==> src/dpm_power_state_policy_core_macros.svh <==
// ----------------------------------------------------------------------------
// Assertion macros for the power state policy core
// Shared clocked assertion forms, reset-qualified on rst.
// ----------------------------------------------------------------------------
`ifndef DPM_POWER_STATE_POLICY_CORE_MACROS_SVH
`define DPM_POWER_STATE_POLICY_CORE_MACROS_SVH

// prop must hold at every edge outside reset
`define DPM_ASSERT(lbl, prop, msg) \
  lbl: assert property (@(posedge clk) disable iff (rst) prop) else $error(msg);

// expr must never be true outside reset
`define DPM_ASSERT_NEVER(lbl, expr, msg) \
  `DPM_ASSERT(lbl, !(expr), msg)

`endif

==> src/dpm_pkg.sv <==
`timescale 1ns / 1ps
// ----------------------------------------------------------------------------
// dpm_pkg
// Types and constants shared by the power state policy core.
// ----------------------------------------------------------------------------
package dpm_pkg;

  localparam int IDLE_LENGTH_BITS = 16;
  localparam int COEF_W           = 32;
  localparam int LEVEL_W          = 32;
  localparam int HORNER_W         = 40;
  localparam int MUL_X_W          = IDLE_LENGTH_BITS + 1;
  localparam int PROD_W           = HORNER_W + MUL_X_W;
  localparam int SUM_W            = PROD_W + 1;
  localparam int QUEUE_DEPTH      = 2;
  localparam int CFG_INDEX_W      = 3;

  localparam logic [CFG_INDEX_W-1:0] CFG_MODE          = 3'd0;
  localparam logic [CFG_INDEX_W-1:0] CFG_LEVEL_LOW     = 3'd1;
  localparam logic [CFG_INDEX_W-1:0] CFG_LEVEL_HIGH    = 3'd2;
  localparam logic [CFG_INDEX_W-1:0] CFG_COEF_CUBIC    = 3'd3;
  localparam logic [CFG_INDEX_W-1:0] CFG_COEF_SQUARE   = 3'd4;
  localparam logic [CFG_INDEX_W-1:0] CFG_COEF_LINEAR   = 3'd5;
  localparam logic [CFG_INDEX_W-1:0] CFG_COEF_CONSTANT = 3'd6;

  localparam logic MODE_TIMEOUT = 1'b0;
  localparam logic MODE_PREDICT = 1'b1;

  typedef enum logic [1:0] {
    PS_ACTIVE = 2'd0,
    PS_IDLE   = 2'd1,
    PS_SLEEP  = 2'd2
  } power_state_t;

  typedef enum logic [2:0] {
    BK_IDLE,
    BK_ADD_SQ,
    BK_MUL_LIN,
    BK_ADD_LIN,
    BK_MUL_CON,
    BK_ADD_CON,
    BK_DONE
  } back_state_t;

  typedef struct packed {
    logic                        in_active_period;
    logic [IDLE_LENGTH_BITS-1:0] idle_length;
  } dpm_in_t;

  typedef struct packed {
    power_state_t power_state;
    logic         state_changed;
    logic         waiting;
  } dpm_out_t;

  typedef struct packed {
    logic               mode;
    logic [LEVEL_W-1:0] level_low;
    logic [LEVEL_W-1:0] level_high;
    logic [COEF_W-1:0]  coef_cubic;
    logic [COEF_W-1:0]  coef_square;
    logic [COEF_W-1:0]  coef_linear;
    logic [COEF_W-1:0]  coef_constant;
  } cfg_regs_t;

  typedef struct packed {
    logic                        in_active_period;
    logic                        predict;
    power_state_t                state;
    logic [IDLE_LENGTH_BITS-1:0] idle_length;
  } queue_entry_t;

  typedef struct packed {
    logic empty;
    logic full;
  } queue_status_t;

endpackage

==> src/dpm_power_state_policy_core.sv <==
`timescale 1ns / 1ps
// ----------------------------------------------------------------------------
// dpm_power_state_policy_core
// Per-tick power state policy: timeout counting or cubic idle prediction.
// ----------------------------------------------------------------------------
// channel  signals                                  beat
// in       in_valid / in_ready / in_data            one tick sample
// out      out_valid / out_ready / out_data         one state decision
// cfg      cfg_valid / cfg_ready / cfg_index+data   one register write
//
// Active-period and timeout ticks: one beat per cycle unless out, the queue or a
// running prediction stalls them. Predictive idle ticks: the back end runs three
// Horner multiply/add steps on the shared 40x17 multiplier, one tick at a time.
// Sync reset clears config, idle counter, last state (active) and queue.
// A two-entry queue lets the front keep accepting while out is stalled.
// ----------------------------------------------------------------------------
`include "dpm_power_state_policy_core_macros.svh"

module dpm_power_state_policy_core #(
  parameter int ELAPSED_BITS = 32
) (
  input  logic                                clk,
  input  logic                                rst,
  input  logic                                in_valid,
  output logic                                in_ready,
  input  dpm_pkg::dpm_in_t                    in_data,
  output logic                                out_valid,
  input  logic                                out_ready,
  output dpm_pkg::dpm_out_t                   out_data,
  input  logic                                cfg_valid,
  output logic                                cfg_ready,
  input  logic [dpm_pkg::CFG_INDEX_W-1:0]     cfg_index,
  input  logic [dpm_pkg::COEF_W-1:0]          cfg_data
);
  import dpm_pkg::*;

  cfg_regs_t     cfg;
  queue_status_t q_status;
  queue_entry_t  push_entry;
  queue_entry_t  head;
  logic          push;
  logic          pop;
  logic          out_wait_bad;

  assign cfg_ready = 1'b1;

  always_ff @(posedge clk) begin
    if (rst) begin
      cfg <= '0;
    end else if (cfg_valid && cfg_ready) begin
      unique case (cfg_index)
        CFG_MODE:          cfg.mode          <= cfg_data[0];
        CFG_LEVEL_LOW:     cfg.level_low     <= cfg_data;
        CFG_LEVEL_HIGH:    cfg.level_high    <= cfg_data;
        CFG_COEF_CUBIC:    cfg.coef_cubic    <= cfg_data;
        CFG_COEF_SQUARE:   cfg.coef_square   <= cfg_data;
        CFG_COEF_LINEAR:   cfg.coef_linear   <= cfg_data;
        CFG_COEF_CONSTANT: cfg.coef_constant <= cfg_data;
        default: ;
      endcase
    end
  end

  dpm_front #(
    .ELAPSED_BITS(ELAPSED_BITS)
  ) u_front (
    .clk        (clk),
    .rst        (rst),
    .cfg        (cfg),
    .in_valid   (in_valid),
    .in_ready   (in_ready),
    .in_data    (in_data),
    .q_status   (q_status),
    .push       (push),
    .push_entry (push_entry)
  );

  dpm_queue u_queue (
    .clk        (clk),
    .rst        (rst),
    .push       (push),
    .push_entry (push_entry),
    .pop        (pop),
    .head       (head),
    .status     (q_status)
  );

  dpm_back u_back (
    .clk       (clk),
    .rst       (rst),
    .cfg       (cfg),
    .q_status  (q_status),
    .head      (head),
    .pop       (pop),
    .out_valid (out_valid),
    .out_ready (out_ready),
    .out_data  (out_data)
  );

  assign out_wait_bad = out_valid && out_data.waiting && (out_data.power_state != PS_ACTIVE);

  `DPM_ASSERT_NEVER(a_q_overflow, push && q_status.full && !pop, "queue overflow")
  `DPM_ASSERT_NEVER(a_q_underflow, pop && q_status.empty, "queue underflow")
  `DPM_ASSERT_NEVER(a_waiting_state, out_wait_bad, "waiting while not active")

endmodule

==> src/dpm_queue.sv <==
`timescale 1ns / 1ps
// ----------------------------------------------------------------------------
// dpm_queue
// Short FIFO of classified ticks between front and back.
// ----------------------------------------------------------------------------
module dpm_queue (
  input  logic                  clk,
  input  logic                  rst,
  input  logic                  push,
  input  dpm_pkg::queue_entry_t push_entry,
  input  logic                  pop,
  output dpm_pkg::queue_entry_t head,
  output dpm_pkg::queue_status_t status
);
  import dpm_pkg::*;

  localparam int PTR_W = (QUEUE_DEPTH > 1) ? $clog2(QUEUE_DEPTH) : 1;
  localparam int CNT_W = $clog2(QUEUE_DEPTH + 1);
  localparam logic [CNT_W-1:0] CNT_FULL = CNT_W'(QUEUE_DEPTH);
  localparam logic [PTR_W-1:0] PTR_LAST = PTR_W'(QUEUE_DEPTH - 1);

  queue_entry_t     entries [QUEUE_DEPTH];
  logic [PTR_W-1:0] wr_ptr;
  logic [PTR_W-1:0] rd_ptr;
  logic [CNT_W-1:0] count;

  assign head         = entries[rd_ptr];
  assign status.empty = (count == '0);
  assign status.full  = (count == CNT_FULL);

  always_ff @(posedge clk) begin
    if (push) begin
      entries[wr_ptr] <= push_entry;
    end
  end

  always_ff @(posedge clk) begin
    if (rst) begin
      wr_ptr <= '0;
      rd_ptr <= '0;
      count  <= '0;
    end else begin
      if (push) begin
        wr_ptr <= (wr_ptr == PTR_LAST) ? '0 : wr_ptr + PTR_W'(1);
      end
      if (pop) begin
        rd_ptr <= (rd_ptr == PTR_LAST) ? '0 : rd_ptr + PTR_W'(1);
      end
      if (push && !pop) begin
        count <= count + CNT_W'(1);
      end else if (pop && !push) begin
        count <= count - CNT_W'(1);
      end
    end
  end

endmodule

==> src/dpm_front.sv <==
`timescale 1ns / 1ps
// ----------------------------------------------------------------------------
// dpm_front
// Accepts ticks, tracks idle time and settles timeout decisions.
// ----------------------------------------------------------------------------
module dpm_front #(
  parameter int ELAPSED_BITS = 32
) (
  input  logic                   clk,
  input  logic                   rst,
  input  dpm_pkg::cfg_regs_t     cfg,
  input  logic                   in_valid,
  output logic                   in_ready,
  input  dpm_pkg::dpm_in_t       in_data,
  input  dpm_pkg::queue_status_t q_status,
  output logic                   push,
  output dpm_pkg::queue_entry_t  push_entry
);
  import dpm_pkg::*;

  localparam int CMP_W = (ELAPSED_BITS > LEVEL_W) ? ELAPSED_BITS : LEVEL_W;

  logic [ELAPSED_BITS-1:0] idle_elapsed;
  logic [CMP_W-1:0]        el_ext;
  logic                    over_low;
  logic                    over_high;
  power_state_t            timeout_state;

  assign in_ready = !q_status.full;
  assign push     = in_valid && in_ready;

  assign el_ext    = CMP_W'(idle_elapsed);
  assign over_low  = el_ext > CMP_W'(cfg.level_low);
  assign over_high = el_ext > CMP_W'(cfg.level_high);

  always_comb begin
    if (!over_low) begin
      timeout_state = PS_ACTIVE;
    end else if (over_high) begin
      timeout_state = PS_SLEEP;
    end else begin
      timeout_state = PS_IDLE;
    end
  end

  always_comb begin
    push_entry.in_active_period = in_data.in_active_period;
    push_entry.idle_length      = in_data.idle_length;
    push_entry.predict          = !in_data.in_active_period && (cfg.mode == MODE_PREDICT);
    push_entry.state            = in_data.in_active_period ? PS_ACTIVE : timeout_state;
  end

  always_ff @(posedge clk) begin
    if (rst) begin
      idle_elapsed <= '0;
    end else if (push) begin
      if (in_data.in_active_period) begin
        idle_elapsed <= '0;
      end else if (idle_elapsed != '1) begin
        idle_elapsed <= idle_elapsed + ELAPSED_BITS'(1);
      end
    end
  end

endmodule

==> src/dpm_back.sv <==
`timescale 1ns / 1ps
// ----------------------------------------------------------------------------
// dpm_back
// Horner cubic on one shared multiplier, final decision, result register.
// ----------------------------------------------------------------------------
module dpm_back (
  input  logic                   clk,
  input  logic                   rst,
  input  dpm_pkg::cfg_regs_t     cfg,
  input  dpm_pkg::queue_status_t q_status,
  input  dpm_pkg::queue_entry_t  head,
  output logic                   pop,
  output logic                   out_valid,
  input  logic                   out_ready,
  output dpm_pkg::dpm_out_t      out_data
);
  import dpm_pkg::*;

  localparam logic signed [SUM_W-1:0] CLAMP_POS = SUM_W'(64'sd1 <<< 38);
  localparam logic signed [SUM_W-1:0] CLAMP_NEG = -CLAMP_POS;
  localparam logic signed [SUM_W-1:0] Q_MAX     = SUM_W'(64'sd2147483647);
  localparam logic signed [SUM_W-1:0] Q_MIN     = -Q_MAX - SUM_W'(1);

  function automatic logic signed [HORNER_W-1:0] clamp_horner(
    input logic signed [SUM_W-1:0] v
  );
    logic signed [SUM_W-1:0] r;
    r = v;
    if (v > CLAMP_POS) begin
      r = CLAMP_POS;
    end else if (v < CLAMP_NEG) begin
      r = CLAMP_NEG;
    end
    return r[HORNER_W-1:0];
  endfunction

  function automatic logic signed [COEF_W-1:0] sat_q16(
    input logic signed [SUM_W-1:0] v
  );
    logic signed [SUM_W-1:0] r;
    r = v;
    if (v > Q_MAX) begin
      r = Q_MAX;
    end else if (v < Q_MIN) begin
      r = Q_MIN;
    end
    return r[COEF_W-1:0];
  endfunction

  back_state_t                  state;
  back_state_t                  state_next;
  power_state_t                 current_state;
  logic signed [HORNER_W-1:0]   acc;
  logic signed [HORNER_W-1:0]   acc_next;
  logic [IDLE_LENGTH_BITS-1:0]  x_reg;
  logic signed [PROD_W-1:0]     prod;
  logic signed [COEF_W-1:0]     poly;
  logic signed [COEF_W-1:0]     poly_next;
  logic signed [HORNER_W-1:0]   mul_a;
  logic signed [MUL_X_W-1:0]    mul_x;
  logic signed [PROD_W-1:0]     mul_p;
  logic                         mul_en;
  logic [COEF_W-1:0]            add_coef;
  logic signed [SUM_W-1:0]      sum;
  logic                         can_load;
  logic                         out_load;
  power_state_t                 load_state;
  logic                         load_waiting;
  power_state_t                 pred_state;
  logic                         p_nonneg;

  assign can_load = !out_valid || out_ready;

  always_comb begin
    if (state == BK_IDLE) begin
      mul_a = {{(HORNER_W-COEF_W){cfg.coef_cubic[COEF_W-1]}}, cfg.coef_cubic};
      mul_x = {1'b0, head.idle_length};
    end else begin
      mul_a = acc;
      mul_x = {1'b0, x_reg};
    end
  end
  assign mul_p = mul_a * mul_x;

  always_comb begin
    unique case (state)
      BK_ADD_SQ:  add_coef = cfg.coef_square;
      BK_ADD_LIN: add_coef = cfg.coef_linear;
      default:    add_coef = cfg.coef_constant;
    endcase
  end
  assign sum = {prod[PROD_W-1], prod} + {{(SUM_W-COEF_W){add_coef[COEF_W-1]}}, add_coef};

  assign p_nonneg = !poly[COEF_W-1];
  always_comb begin
    if (p_nonneg && ({1'b0, poly[COEF_W-2:0]} > cfg.level_high)) begin
      pred_state = PS_SLEEP;
    end else if (p_nonneg && ({1'b0, poly[COEF_W-2:0]} > cfg.level_low)) begin
      pred_state = PS_IDLE;
    end else begin
      pred_state = PS_ACTIVE;
    end
  end

  always_comb begin
    state_next   = state;
    pop          = 1'b0;
    mul_en       = 1'b0;
    out_load     = 1'b0;
    acc_next     = acc;
    poly_next    = poly;
    load_state   = head.state;
    load_waiting = (head.state == PS_ACTIVE) && !head.in_active_period;
    unique case (state)
      BK_IDLE: begin
        if (!q_status.empty) begin
          if (head.predict) begin
            pop        = 1'b1;
            mul_en     = 1'b1;
            state_next = BK_ADD_SQ;
          end else if (can_load) begin
            pop      = 1'b1;
            out_load = 1'b1;
          end
        end
      end
      BK_ADD_SQ: begin
        acc_next   = clamp_horner(sum);
        state_next = BK_MUL_LIN;
      end
      BK_MUL_LIN: begin
        mul_en     = 1'b1;
        state_next = BK_ADD_LIN;
      end
      BK_ADD_LIN: begin
        acc_next   = clamp_horner(sum);
        state_next = BK_MUL_CON;
      end
      BK_MUL_CON: begin
        mul_en     = 1'b1;
        state_next = BK_ADD_CON;
      end
      BK_ADD_CON: begin
        poly_next  = sat_q16(sum);
        state_next = BK_DONE;
      end
      BK_DONE: begin
        load_state   = pred_state;
        load_waiting = (pred_state == PS_ACTIVE);
        if (can_load) begin
          out_load   = 1'b1;
          state_next = BK_IDLE;
        end
      end
      default: state_next = BK_IDLE;
    endcase
  end

  always_ff @(posedge clk) begin
    if (rst) begin
      state         <= BK_IDLE;
      current_state <= PS_ACTIVE;
      out_valid     <= 1'b0;
    end else begin
      state <= state_next;
      if (out_load) begin
        current_state <= load_state;
        out_valid     <= 1'b1;
      end else if (out_ready) begin
        out_valid <= 1'b0;
      end
    end
  end

  always_ff @(posedge clk) begin
    acc  <= acc_next;
    poly <= poly_next;
    if (mul_en) begin
      prod <= mul_p;
    end
    if (pop) begin
      x_reg <= head.idle_length;
    end
    if (out_load) begin
      out_data.power_state   <= load_state;
      out_data.state_changed <= (load_state != current_state);
      out_data.waiting       <= load_waiting;
    end
  end

endmodule

==> config.mk <==
export PLATFORM = sky130hd
export DESIGN_NAME = dpm_power_state_policy_core
export DESIGN_NICKNAME = d
export VERILOG_FILES = /design/src/dpm_pkg.sv /design/src/dpm_power_state_policy_core.sv /design/src/dpm_queue.sv /design/src/dpm_front.sv /design/src/dpm_back.sv
export VERILOG_INCLUDE_DIRS = /design/src /design/src/src
export SDC_FILE = /design/constraint.sdc
export NUM_CORES = 2
export LEC_CHECK = 0
export ABC_AREA = 1
export BUFFER_PORTS_ARGS = -buffer_cell sky130_fd_sc_hd__buf_2
export CORE_MARGIN = 8
export CORE_UTILIZATION = 30
export DETAILED_ROUTE_END_ITERATION = 16
export GPL_ROUTABILITY_DRIVEN = 0
export PLACE_DENSITY = 0.42
export SLEW_MARGIN = 20
export SYNTH_ARGS = -nofsm -noshare
export SYNTH_HDL_FRONTEND = slang
export SYNTH_SLANG_ARGS = --single-unit
export TNS_END_PERCENT = 5
==> constraint.sdc <==
create_clock -name clk -period 9 [get_ports clk]
set_input_delay 0.45 -clock clk [delete_from_list [all_inputs] [get_ports clk]]
set_output_delay 0.45 -clock clk [all_outputs]
set_load 0.005 [all_outputs]
==> metrics.yaml <==
die:
  io_pins: 64
  start_util_pct: 30.14
  rows: 145
  die_w_um: 411.9
  core_area_mm2: 0.1560
  die-height_um: 411.9
  die_area_mm2: 0.1697
sta:
  timing.fmax_ghz: 0.1162
  finalSetupViolCount: 0
  drv_slew: 0
  period_needed_ns: 8.603
  hold_violations: 0
  relSlewSlack_pct: 32.64
  max_slew.worst_pin.slew_ns: 1.007
  fin_crit_sh_pct: 95.59
  clock_skew_ns: 0.03179
global_route:
  first_global_vias: 40610
  grt_overflow: 0
  grt_start_max_net_pins: 90
  antenna_found_initial: 2
  groute.usage.overall_pct: 19.82
  grt_pass1_wl_um: 257200
clock_tree:
  clkLatencyLatePin_ns: 0.64
  numCtsBuffers: 50
  clock-root-buffer: "clkbuf_16"
  clk_pin_slew_ns: 0.06
  cts_tree: "done"
  clock_path_buffers: 3
  htreeDepth: 2
  cts.sinks: 425
synthesis:
  synth-xor-area-share_pct: 1.770
  synth_mux_area_share_pct: 0
  synth_seq_cells: 425
  synthDistinctLibCells: 55
  syn_nets: 7148
  synth_area_mm2: 0.04702
  yosysWarnings: 0
  yosys.area_share.simple_pct: 21.17
  ys.flop_type: "dfxtp_1"
  synth_top_area_cell: "fa_1"
  async_reset_ff_share_pct: 0
  postSynthCellCount: 6171
  synth_edf_count: 189
  synth_fa_ha_area_share_pct: 34.09
  synth-seq-area-share_pct: 22.12
  synth_top_area_share_pct: 25.63
  synth_compound_area_share_pct: 8.363
  avgSynthCellArea_um2: 7.620
  synth_top_family_by_area: "adder cells"
  synthTopCellsByArea: "fa_1, edfxtp_1, nand2_1"
route:
  drc: 0
  post_drt_via_cell_ratio: 4.712
  wl_um: 168900
  vias: 39120
  drt_iter0_markers: 2737
  wl_per_cell_um: 20.34
  drtAntennaViolNets: 0
  first_pass_iters: 5
critical_path:
  worstPathRequired_ns: 9.34
  critPathLaunchType: "register"
  worstSetupEndpointType: "register"
  path_common_cell: "fa_1"
  crit_type: "reg -> reg"
  path_cells: "nor3_2, buf_4, nand2_1, o21ai_1, inv_1, nand2_1, fa_1, fa_1, fa_1, inv_1, fa_1, fa_1, inv_1, fa_1, inv_1, ha_1, nand2_1, nor2_1, inv_1, nor4_1, nand3_1, nand3_1, a31oi_1, xor2_1"
  crit_slowest_cell: "fa_1"
  arrival_ns: 8.94
  cpPeakStageDelay_ns: 0.60
  cp_max_fo: 31
final_layout:
  fillers: 16880
  nets: 7177
  layout_commonest_cell: "nand2_1"
  reg.largest.list: "cfg x193, u_back.prod x57"
  top_register: "cfg"
  largest_reg_flops: 193
  fin_area_mm2: 0.05185
  drive_gt1_share_pct: 5.319
  area_growth_pct: 10.26
  final_cell_mix: "nand2_1, inv_1, nor2_1, fa_1, ha_1"
job:
  cap_violations: 0
placement:
  hpwl_um: 136000
  place.port_buffers: 62
  dpl_cell_area_mm2: 0.04998
hold_path:
  hp-class: "in -> reg"
run_status:
  status: "complete, no violations"
-- timing repair --
action | CTS | global route
hold buffers | 15 | 0
endpoints found under the hold margin | 30 | 0
resized for setup | 0 | 6
setup endpoints to repair | 0 | 3
setup buffers | 0 | 0
-- cell type report --
class | instances | area (µm²) | area share [%]
Antenna cell | 3 | 7.507 | 0.01448
Multi-Input combinational cell | 4197 | 30940 | 59.68
Inverter | 1360 | 5111 | 9.858
Sequential cell | 425 | 10400 | 20.06
Clock inverter | 18 | 230.2 | 0.4440
Tap cell | 2058 | 2575 | 4.966
Clock buffer | 76 | 1453 | 2.802
Timing Repair Buffer | 166 | 1129 | 2.177
-- routing by layer --
metal  track usage [%]  up-vias  part of all wire (%)
met5                 0        -                     0
met4             4.255        0                   2.3
met3             1.509      164                   3.8
met2             35.03      803                    48
met1             26.54    19280                    45
li1                  -    18880                     -
-- critical path: cells and delay by family, from the launching register on --
kind	cells	cell delay, ns
AO/OA/AOI/OAI	2	0.76
XOR/XNOR	1	0.20
adder cells (fa/ha/maj)	7	3.49
buffers and inverters	6	1.32
flip-flops	1	0.34
AND/OR/NAND/NOR	8	2.17
-- worst paths after layout --
kind | start | endpoint | slack [ns] | depth (start not counted)
worst max-delay path | u_back.state[0]$_SDFFE_PP0P_ | u_back.prod[55]$_DFFE_PP_ | 0.40 | 24
worst min-delay path | in_data[10] | u_queue.entries[0][10]$_DFFE_PP_ | 0.04 | 1
worst max register to register | u_back.state[0]$_SDFFE_PP0P_ | u_back.prod[55]$_DFFE_PP_ | 0.40 | 24
worst min register to register | cfg[106]$_SDFFE_PP0P_ | cfg[106]$_SDFFE_PP0P_ | 0.46 | 2
-- synth_stat cells, types with 3 or more instances --
library cell / count
a211oi_1: 10
a21boi_0: 6
a21o_1: 6
a21oi_1: 277
a221oi_1: 5
a31oi_1: 20
and2_1: 4
and3_1: 3
buf_1: 6
buf_2: 7
clkbuf_1: 172
clkinv_1: 12
dfxtp_1: 236
edfxtp_1: 189
fa_1: 602
ha_1: 318
inv_1: 1329
inv_2: 19
nand2_1: 1373
nand3_1: 109
nand3_2: 6
nand3b_1: 9
nand4_1: 49
nor2_1: 736
nor2_2: 20
nor2_4: 20
nor3_1: 86
nor3_2: 3
nor3b_1: 4
nor4_1: 15
o211ai_1: 8
o21a_1: 11
o21ai_0: 300
o21ai_1: 29
o21bai_1: 9
o221ai_1: 7
o22ai_1: 31
o31ai_1: 4
or2_2: 8
xnor2_1: 41
xor2_1: 54
-- through the flow --
step                      cells  worst slack, ns  utilization [%]  hold WS (ns)    TNS, ns
after floorplan            6171            1.813                -        0.4245          0
after global routing       8300        -0.002736            33.23       0.02392  -0.002736
after detailed placement   8191           0.2608            32.03        0.4477          0
after global placement     8191           0.3369            32.03        0.4463          0
after CTS                  8300           0.2205            33.21      0.006446          0
final                      8303           0.3973            33.23       0.03913          0
-- kinds of logic (layout without fill, tap and decap cells) --
| kind of cell | after synthesis | count (layout) |
|---|---|---|
| AND/OR/NAND/NOR | 2450 | 2450 |
| adder cells (fa/ha/maj) | 920 | 920 |
| flip-flops | 425 | 425 |
| AO/OA/AOI/OAI | 731 | 731 |
| XOR/XNOR | 95 | 95 |
| other | 1 | 4 |
| buffers and inverters | 1549 | 1620 |
Power is left out: the tool's default activity adds up to more than one toggle a clock period on the data nets, which glitch-free logic cannot reach.
